**src/hw/rtl/anlp_pkg.sv**
```systemverilog
// Shared types and constants for the Annex B to length-prefix converter.
// Used by anlp_front, anlp_queue, anlp_back and the top level.
package anlp_pkg;

   localparam int LENGTH_BITS = 24;
   localparam int QUEUE_DEPTH = 2;
   localparam int QPTR_BITS   = (QUEUE_DEPTH > 1) ? $clog2(QUEUE_DEPTH) : 1;
   localparam int QCNT_BITS   = $clog2(QUEUE_DEPTH + 1);

   localparam logic [1:0] KIND_PAYLOAD  = 2'd0;
   localparam logic [1:0] KIND_COMPLETE = 2'd1;
   localparam logic [1:0] KIND_DROPPED  = 2'd2;

   localparam logic [7:0] BYTE_ZERO = 8'h00;
   localparam logic [7:0] BYTE_ONE  = 8'h01;

   localparam logic [LENGTH_BITS-1:0] LENGTH_MAX = {LENGTH_BITS{1'b1}};

   typedef struct packed {
      logic [7:0]             out_byte;
      logic [1:0]             kind;
      logic [LENGTH_BITS-1:0] nal_length;
   } result_type;

   typedef struct packed {
      logic       valid;
      result_type result;
   } push_type;

   typedef struct packed {
      logic       inside_unit;
      logic [1:0] fill;
   } front_status_type;

endpackage

```
**src/hw/rtl/anlp_front.sv**
```systemverilog
// Front part: accepts stream bytes, tracks the lookahead window and, inside a unit,
// turns bytes into payload/complete/dropped results. Depends on anlp_pkg.
module anlp_front (
   input  logic                       clock,
   input  logic                       reset,
   input  logic                       accept,
   input  logic [7:0]                 data_byte,
   input  logic                       end_of_stream,
   output anlp_pkg::push_type         push,
   output anlp_pkg::front_status_type status
);
   import anlp_pkg::*;

   logic [7:0]             look_ff [3];
   logic [7:0]             look_in [3];
   logic [1:0]             fill_ff, fill_in;
   logic                   inside_ff, inside_in;
   logic [LENGTH_BITS-1:0] count_ff, count_in;
   logic                   start_code;

   assign start_code = (fill_ff == 2'd3) && (look_ff[0] == BYTE_ZERO) &&
                       (look_ff[1] == BYTE_ZERO) && (look_ff[2] == BYTE_ZERO) &&
                       (data_byte == BYTE_ONE);

   always_comb begin
      look_in   = look_ff;
      fill_in   = fill_ff;
      inside_in = inside_ff;
      count_in  = count_ff;
      push      = '0;
      if (accept) begin
         priority if (end_of_stream) begin
            fill_in   = 2'd0;
            inside_in = 1'b0;
            count_in  = '0;
            push.valid       = inside_ff;
            push.result.kind = KIND_DROPPED;
         end else if (start_code) begin
            fill_in   = 2'd0;
            inside_in = 1'b1;
            count_in  = '0;
            push.valid             = inside_ff;
            push.result.kind       = KIND_COMPLETE;
            push.result.nal_length = count_ff;
         end else if (fill_ff != 2'd3) begin
            look_in[fill_ff] = data_byte;
            fill_in          = fill_ff + 2'd1;
         end else begin
            // window full: shift, oldest byte leaves as payload
            look_in[0] = look_ff[1];
            look_in[1] = look_ff[2];
            look_in[2] = data_byte;
            push.valid           = inside_ff;
            push.result.kind     = KIND_PAYLOAD;
            push.result.out_byte = look_ff[0];
            if (inside_ff && (count_ff != LENGTH_MAX)) begin
               count_in = count_ff + 1'b1;
            end
         end
      end
   end

   always_ff @(posedge clock) begin
      look_ff <= look_in;
      if (reset) begin
         fill_ff   <= 2'd0;
         inside_ff <= 1'b0;
         count_ff  <= '0;
      end else begin
         fill_ff   <= fill_in;
         inside_ff <= inside_in;
         count_ff  <= count_in;
      end
   end

   assign status.inside_unit = inside_ff;
   assign status.fill        = fill_ff;

endmodule

```
**src/hw/rtl/anlp_queue.sv**
```systemverilog
// Short result queue between front and back parts.
// Depends on anlp_pkg.
module anlp_queue (
   input  logic                 clock,
   input  logic                 reset,
   input  anlp_pkg::push_type   push,
   input  logic                 pop,
   output anlp_pkg::result_type head,
   output logic                 not_empty,
   output logic                 full
);
   import anlp_pkg::*;

   result_type           mem_ff [QUEUE_DEPTH];
   logic [QPTR_BITS-1:0] wr_ptr_ff, wr_ptr_in;
   logic [QPTR_BITS-1:0] rd_ptr_ff, rd_ptr_in;
   logic [QCNT_BITS-1:0] count_ff, count_in;
   logic                 do_push, do_pop;

   assign full      = (count_ff == QCNT_BITS'(QUEUE_DEPTH));
   assign not_empty = (count_ff != '0);
   assign do_push   = push.valid && !full;
   assign do_pop    = pop && not_empty;
   assign head      = mem_ff[rd_ptr_ff];

   function automatic logic [QPTR_BITS-1:0] ptr_next(input logic [QPTR_BITS-1:0] p);
      return (p == QPTR_BITS'(QUEUE_DEPTH - 1)) ? '0 : p + 1'b1;
   endfunction

   always_comb begin
      wr_ptr_in = do_push ? ptr_next(wr_ptr_ff) : wr_ptr_ff;
      rd_ptr_in = do_pop ? ptr_next(rd_ptr_ff) : rd_ptr_ff;
      count_in  = count_ff;
      if (do_push && !do_pop) begin
         count_in = count_ff + 1'b1;
      end else if (do_pop && !do_push) begin
         count_in = count_ff - 1'b1;
      end
   end

   always_ff @(posedge clock) begin
      if (do_push) begin
         mem_ff[wr_ptr_ff] <= push.result;
      end
   end

   always_ff @(posedge clock) begin
      if (reset) begin
         wr_ptr_ff <= '0;
         rd_ptr_ff <= '0;
         count_ff  <= '0;
      end else begin
         wr_ptr_ff <= wr_ptr_in;
         rd_ptr_ff <= rd_ptr_in;
         count_ff  <= count_in;
      end
   end

endmodule

```
**src/hw/rtl/anlp_back.sv**
```systemverilog
// Back part: output register that drains the queue onto the result channel.
// Depends on anlp_pkg.
module anlp_back (
   input  logic                 clock,
   input  logic                 reset,
   input  anlp_pkg::result_type head,
   input  logic                 head_valid,
   output logic                 pop,
   output logic                 out_valid,
   input  logic                 out_stall,
   output anlp_pkg::result_type out_result
);
   import anlp_pkg::*;

   logic       valid_ff, valid_in;
   result_type data_ff;

   // load when the output slot is empty or is being taken this cycle
   assign pop      = head_valid && (!valid_ff || !out_stall);
   assign valid_in = pop || (valid_ff && out_stall);

   always_ff @(posedge clock) begin
      if (pop) begin
         data_ff <= head;
      end
   end

   always_ff @(posedge clock) begin
      if (reset) begin
         valid_ff <= 1'b0;
      end else begin
         valid_ff <= valid_in;
      end
   end

   assign out_valid  = valid_ff;
   assign out_result = data_ff;

endmodule

```
**src/hw/rtl/annexb_nal_to_length_prefix.sv**
```systemverilog
// Top level of the Annex B to length-prefix converter: front classifier,
// result queue and output stage. Depends on anlp_pkg, anlp_front, anlp_queue, anlp_back.
//
//   channel  direction  ports                                   handshake
//   req      in         req_data_byte, req_end_of_stream        req_valid / req_stall
//   rsp      out        rsp_out_byte, rsp_kind, rsp_nal_length  rsp_valid / rsp_stall
//
// One item per clock is accepted while req_stall is low; each item is classified in
// the cycle it is accepted and any result enters a two-entry queue.
// A result reaches rsp through a queue write and then an output register load.
// Reset (synchronous, active high) empties the lookahead, queue and output.
// req_stall rises only while the queue is full, i.e. after rsp has stalled.
module annexb_nal_to_length_prefix (
   input  logic                                 clock,
   input  logic                                 reset,
   input  logic                                 req_valid,
   output logic                                 req_stall,
   input  logic [7:0]                           req_data_byte,
   input  logic                                 req_end_of_stream,
   output logic                                 rsp_valid,
   input  logic                                 rsp_stall,
   output logic [7:0]                           rsp_out_byte,
   output logic [1:0]                           rsp_kind,
   output logic [anlp_pkg::LENGTH_BITS-1:0]     rsp_nal_length
);
   import anlp_pkg::*;

   logic             accept;
   push_type         push;
   front_status_type front_status;
   result_type       head;
   result_type       out_result;
   logic             head_valid;
   logic             queue_full;
   logic             pop;

   // hold off new items only while the queue cannot take a result
   assign req_stall = queue_full;
   assign accept    = req_valid && !req_stall;

   anlp_front u_front (
      .clock         (clock),
      .reset         (reset),
      .accept        (accept),
      .data_byte     (req_data_byte),
      .end_of_stream (req_end_of_stream),
      .push          (push),
      .status        (front_status)
   );

   anlp_queue u_queue (
      .clock     (clock),
      .reset     (reset),
      .push      (push),
      .pop       (pop),
      .head      (head),
      .not_empty (head_valid),
      .full      (queue_full)
   );

   anlp_back u_back (
      .clock      (clock),
      .reset      (reset),
      .head       (head),
      .head_valid (head_valid),
      .pop        (pop),
      .out_valid  (rsp_valid),
      .out_stall  (rsp_stall),
      .out_result (out_result)
   );

   assign rsp_out_byte   = out_result.out_byte;
   assign rsp_kind       = out_result.kind;
   assign rsp_nal_length = out_result.nal_length;

   // end of stream always leaves the block outside any unit with an empty window
   a_eos_clears : assert property (@(posedge clock) disable iff (reset)
      accept && req_end_of_stream |=> !front_status.inside_unit && front_status.fill == 2'd0)
      else $error("end of stream did not clear front state");

   // a start code completion restarts the window
   a_start_code_empties : assert property (@(posedge clock) disable iff (reset)
      push.valid && push.result.kind == KIND_COMPLETE |=> front_status.fill == 2'd0
         && front_status.inside_unit)
      else $error("start code did not empty the lookahead");

   // results never get pushed into a full queue
   a_no_push_when_full : assert property (@(posedge clock) disable iff (reset)
      queue_full |-> !push.valid)
      else $error("result pushed into full queue");

   // non-payload results carry a zero byte, non-complete ones a zero length
   a_result_shape : assert property (@(posedge clock) disable iff (reset)
      rsp_valid |-> (rsp_kind == KIND_PAYLOAD || rsp_out_byte == BYTE_ZERO) &&
         (rsp_kind == KIND_COMPLETE || rsp_nal_length == '0))
      else $error("malformed result item");

endmodule
```
**config.mk**
```make
export PLATFORM = sky130hd
export DESIGN_NAME = annexb_nal_to_length_prefix
export DESIGN_NICKNAME = d
export VERILOG_FILES = /design/src/hw/rtl/anlp_pkg.sv /design/src/hw/rtl/anlp_front.sv /design/src/hw/rtl/anlp_queue.sv /design/src/hw/rtl/anlp_back.sv /design/src/hw/rtl/annexb_nal_to_length_prefix.sv
export SDC_FILE = /design/constraint.sdc
export NUM_CORES = 1
export LEC_CHECK = 0
export BUFFER_PORTS_ARGS = -buffer_cell sky130_fd_sc_hd__buf_2
export CAP_MARGIN = 10
export CORE_ASPECT_RATIO = 0.9
export CORE_MARGIN = 1
export CORE_UTILIZATION = 30
export CTS_CLUSTER_SIZE = 40
export DETAILED_ROUTE_END_ITERATION = 10
export PLACE_DENSITY_LB_ADDON = 0.05
export RECOVER_POWER = 25
export SETUP_SLACK_MARGIN = 0.15
export SLEW_MARGIN = 20
export SYNTH_ARGS = -nofsm -noshare
export SYNTH_HDL_FRONTEND = slang
export SYNTH_SLANG_ARGS = --single-unit
```
**constraint.sdc**
```tcl
create_clock -name clock -period 2.9 [get_ports clock]
set_clock_uncertainty 0.15 [all_clocks]
set_input_delay 0.435 -clock clock [delete_from_list [all_inputs] [get_ports clock]]
set_output_delay 0.435 -clock clock [all_outputs]
set_load 0.005 [all_outputs]
```
# Word-level counts from Yosys, hierarchy flattened
# Memory sizes are Yosys's and may differ from the RTL's. A register that Yosys moved wholly into a read port is not among the register bits.
# Index checks and enable logic that the tools add are counted.
# W data, S select, Z words.
[op_classes]
n_bitwise = 3
mux = 29
eq_ne = 6
n_lt_le_gt_ge = 2
add_sub_neg = 6
n_reduce_logical = 32
[ops]
columns = ["op", "n"]
rows = [
  ["$mux W24", 7],
  ["$mux W35", 1],
  ["$add A24 B1 Y24 const B", 1],
  ["$bwmux W24", 1],
  ["$logic_not A8 Y1", 3],
  ["$mux W8", 3],
  ["$ne A24 B24 Y1 const B", 1],
  ["$demux W8 S2", 1],
  ["$mux W2", 7],
  ["$logic_and A1 B1 Y1", 13],
  ["$mux W11", 1],
  ["$eq A8 B1 Y1 const B", 1],
  ["$mux W1", 8],
  ["$reduce_and A3 Y1", 2],
  ["$reduce_bool A2 Y1", 3],
  ["$reduce_bool A3 Y1", 2],
  ["$logic_not A1 Y1", 5],
  ["$add A2 B1 Y2 const B", 2],
  ["$eq A2 B2 Y1 const B", 2],
  ["$reduce_and A2 Y1", 2],
  ["$ge A3 B3 Y1 const B", 1],
  ["$lt A3 B1 Y1 const B", 1],
  ["$ne A3 B2 Y1 const B", 1],
  ["$not A2 Y3", 1],
  ["other kinds (5)", 8],
]
[word_totals]
in_bits = 13
output_inout_bits = 36
mem_bits_rw = 68
word_cells = 89
n_memories = 1
register_bits = 56
[mem_list]
columns = ["name", "depth", "width", "read_ports", "rd_ports_with_merged_regs", "wr", "line", "text"]
rows = [
  ["u_queue.mem_ff", 2, 34, 1, 1, 1, "anlp_queue.sv:14", "result_type mem_ff [QUEUE_DEPTH];"],
]

# Longest topological paths before layout
[depth]
word_depth = 13
mapped_depth = 9
ltp_nobuf = 8

# Modules after synthesis
# Synthesis repeated with hierarchy kept, for this count alone.
[unflattened]
hier_cells = 472
hier_area_um2 = 6471.2
[by_module_without_submodules]
columns = ["module", "area_per_inst_um2", "instances", "seq_area_each_um2", "cells_each"]
rows = [
  ["anlp_front", 2732.6, 1, 1261.2, 302],
  ["anlp_queue", 2667.6, 1, 2142.1, 131],
  ["anlp_back", 1057.3, 1, 1041.0, 38],
  ["annexb_nal_to_length_prefix", 13.8, 1, 0.0, 1],
]

# Worst setup path after synthesis
# OpenSTA, ideal clock, no wires.
[synth_timing]
path_type = "register to register"
start = "register u_queue.count_ff[0]"
end = "memory u_queue.mem_ff[0][0] in the netlist's numbering, enable pin"
setup_slack_ns = -0.201
stages_incl_launch_ff = 6
setup_time_ns = 0.425
required_time_ns = 2.325
n_path_buf = 1
synth_period_minus_slack_ns = 3.101
t_arrival_ns = 2.526
path_cell_list = "dfxtp_1 > nand2b_1 > and2_1 > clkbuf_1 > o211ai_1 > nor2_1"
[synth_between]
elab_chain_cells = 7
[synth_lines]
columns = ["element", "line", "text"]
rows = [
  ["start: declaration", "anlp_queue.sv:17", "logic [QCNT_BITS-1:0] count_ff, count_in;"],
  ["start signal: assignment", "anlp_queue.sv:55", "count_ff <= count_in;"],
  ["$eq A2 B2 Y1 *", "anlp_queue.sv:20", "assign full = (count_ff == QCNT_BITS'(QUEUE_DEPTH));"],
  ["$logic_not A1 Y1 *", "anlp_queue.sv:22, annexb_nal_to_length_prefix.sv:39", ""],
  ["$logic_and A1 B1 Y1", "annexb_nal_to_length_prefix.sv:39", "assign accept = req_valid && !req_stall;"],
  ["$mux W35", "anlp_front.sv:31", "if (accept) begin"],
  ["$logic_and A1 B1 Y1 *", "anlp_queue.sv:22", "assign do_push = push.valid && !full;"],
  ["$mux W1 *", "anlp_queue.sv:42", "if (do_push) begin"],
  ["$mux W1 (implied by the code) *", "anlp_queue.sv:43", "mem_ff[wr_ptr_ff] <= push.result;"],
  ["end: declaration", "anlp_queue.sv:14", ""],
]
# Every way passes the cells marked *; elsewhere a longest branch is shown, timed or not.

# Final worst setup path
[layout_timing]
start = "register u_queue.count_ff[0]"
end = "memory u_queue.mem_ff[1][16] in the netlist's numbering, enable pin"
# Same word-level chain as after synthesis.

==> results by group <==
Run status
  – Run status: finished, final reports clean

Critical path
  – Worst-path cell chain: nand2b_1, and2_0, o211ai_1, buf_4, nor2_4, buf_4
  – Data required, critical path: around 2800 ps
  – Crit start category: register
  – Worst setup EP type: register
  – Crit path max fanout: 22
  – Slowest cell delay on critical path: 460 ps
  – CP most frequent cell: buf_4
  – WP buf/inv: 2
  – Critical Path AT: roughly 2500 ps
  – Reg-to-Reg Start: u_queue.count_ff[0]
  – Crit path launch: u_queue.count_ff[0]
  – CP delay by family, top: simple AND/OR/NAND/NOR gates
  – WS Path Type: register to register
  – Slowest CP cell: and2_0

Global route
  – Number of global-route vias before repair: 3,975
  – GRT Max-Usage Layer: met2
  – Gr ovfl total: 0
  – Met2 Use GR: between 10% and 20%
  – Met3 Use GR: ~4%
  – First-pass GRT wire length: about 23,000 µm
  – Initial antenna violation count: 0
  – GRT met1 Usage: 19.3%
  – GRT Total Usage: ~14%
  – Largest net degree at the start of global routing: 39

Min path
  – Min-delay src: rsp_stall
  – HP Class: input pin to register

STA
  – Fmax achieved: ~390 MHz
  – RSZ-0062 raised after global routing: false
  – Setup TNS: 0 ps
  – Final period util: 87.6%
  – Final setup margin: between 300 and 400 ps
  – Final critical-path required period: about 2500 ps
  – Setup-failing EPs final: 0
  – Hold slack: roughly 130 ps
  – Worst slew margin: between 20% and 30%
  – Worst-Margin Slew: 1070 ps
  – Slew Limit Fails: 0
  – Hold Vio Cnt, Final: 0

Synthesis
  – Post-synth top area cell: edfxtp_1
  – EDFF count, synth: 126
  – Post-synthesis instance area: 6500 µm²
  – Synth Net Count: approximately 480
  – Sequential share of the synthesized area: about 68%
  – Ranking of synthesized cells by area: edfxtp_1, dfxtp_1, mux2_2
  – Netlist cell types: 53
  – Post-synth top area share: 58.2%
  – Avg Inst Size Synth: approximately 14 µm²
  – Yosys warns: 0
  – Fraction of registers with async set or reset after synthesis: 0%
  – Seq cells post-synth: 158
  – Syn Inst Count: roughly 470
  – Primary FF master, synth: edfxtp_1

Cells and area
  – Synthesis-to-finish area growth: 18.6%
  – NumNets Final: roughly 550
  – Antenna Cells: 0
  – Layout cells sized above 1: between 20 and 25%

Routing
  – WL final: approximately 14,000 µm
  – Post-DR wirelength/cell: 16.5 µm
  – Pre-antenna DRT Iters: 5
  – Initial DRC Count: 241
  – Final ANT Viol Nets: 0
  – Vias per cell: approximately 4.6
  – DR vias: 3,838
  – Residual DRC: 0

Power and ir drop
  – Overall Power: 4.86 mW
  – Pleak: ~2.4 nW
  – Pwr/cell area: 631 nW/µm²
  – Maximum VDD drop: between 0.3 and 0.4 mV

Clock network
  – Worst-Skew Late Latency: 420 ps
  – Clock-pin slew on the worst setup and hold paths: approximately 70 ps
  – CTS tree: yes
  – Root Buffer: clkbuf_16
  – H-tree levels: 4
  – Clock Path Buffers: 2
  – CTS Sinks: about 160
  – Total CTS buffers: 17

Placed design
  – Pre-CTS setup slack: approximately 350 ps
  – I/O Buffers: 48
  – Routability cong.: approximately 0.74
  – DPL Wire Length: ~9000 µm

Floorplan
  – Chip Height: roughly 140 µm
  – Starting Density: between 30% and 40%
  – I/O pin cnt: a little under 50
  – Die W: 157 µm
  – Num rows: 50
  – Core area: between 20,000 and 25,000 µm²
  – Die area: 22,300 µm²

Run
  – Max-cap violation count: 0
kinds of logic (layout without fill, tap and decap cells):
kind of cell	after synthesis	in the layout	synth area share, %
flip-flops	158	158	68.0
AND/OR/NAND/NOR	158	158	13.8
AO/OA/AOI/OAI	53	53	5.97
buffers and inverters	37	112	2.56
multiplexers	35	35	6.04
XOR/XNOR	18	18	2.42
adder cells (fa/ha/maj)	6	6	1.15
per-layer routing:
layer / share of wire, % / wire, µm
met4: 1.2 / 163
met5: 0 / 0
met3: 3.0 / 413
met1: 53 / 7210
met2: 43 / 5880
worst min-delay path, delay by kind of cell:
| kind | cells | cell delay (ps) |
|---|---|---|
| buffers and inverters | 1 | 90 |
| AO/OA/AOI/OAI | 1 | 60 |
| AND/OR/NAND/NOR | 1 | 60 |
Yosys cell counts, types with 2 or more instances:
master and count:
nor2b_1 16, nand2_1 16, a22o_1 16, nor4b_1 2
nor4_1 13, nor3_1 8, nand4_1 9, or3_1 5
mux2_2 34, dfxtp_1 32, and4_2 2, buf_4 4
o21ai_0 8, buf_1 5, edfxtp_1 126, and3_1 11
ha_1 6, clkbuf_1 7, xor2_1 12, nand3_1 8
buf_2 4, nor2_1 33, a31oi_1 3, o31ai_1 3
and2_1 22, a21oi_1 10, inv_1 16, o211ai_1 3
xnor2_1 6, and4_1 2
sequential cells by signal (all words and copies together), names as in the netlist, 2 cells and up:
register and cells:
u_back.out_result 34, u_front.count_ff 24, u_front.fill_ff 2, u_front.look_ff 24, u_queue.count_ff 2, u_queue.mem_ff 68
worst paths after layout:
kind,slack (ps),endpoint,cells past startpoint
setup / recovery,360,u_queue.mem_ff[1][16],6
setup reg to reg,360,u_queue.mem_ff[1][16],6
hold reg to reg,310,u_front.count_ff[23],1
hold / removal,130,u_back.out_valid,3
layout by cell type (no fill, tap or decap), types with 9 or more instances in the layout:
master and n:
dfxtp_1 32, inv_1 16, clkbuf_1 22, nand2_1 16
buf_2 27, clkbuf_16 17, a21oi_1 10, nand4_1 9
nor2b_1 16, and3_1 11, edfxtp_1 126, nor2_1 31
xor2_1 12, buf_4 13, nor4_1 12, mux2_2 34
and2_1 21, a22o_1 16
final cells by class:
cell class              count  area, µm²
multi-input cells         270       1930
inverters                  16       60.1
clock buffers              17        425
clock inverters            15        184
fillers                  2077      13300
flip-flops and latches    158       4420
well taps                 286        358
repair buffers             64        325
report_power, final:
part	switching, mW	internal (mW)
clock	0.967	1.37
sequential	0.00581	2.43
combinational	0.0578	0.0323
through the flow:
step                      cells  utilization (%)  cell area (µm²)
after CTS                   826             36.8             7740
after floorplan             465                -             6500
after global routing        826             36.7             7710
final                       826             36.7             7710
after global placement      794             33.9             7130
after detailed placement    794             33.9             7130
timing repair:
| action | in CTS | in global routing |
|---|---|---|
| setup endpoints to repair | 0 | 2 |
| hold buffers | 0 | 0 |
| resized for setup | 0 | 1 |
| buffers inserted | 0 | 0 |
(Power assumes the default switching activity.)
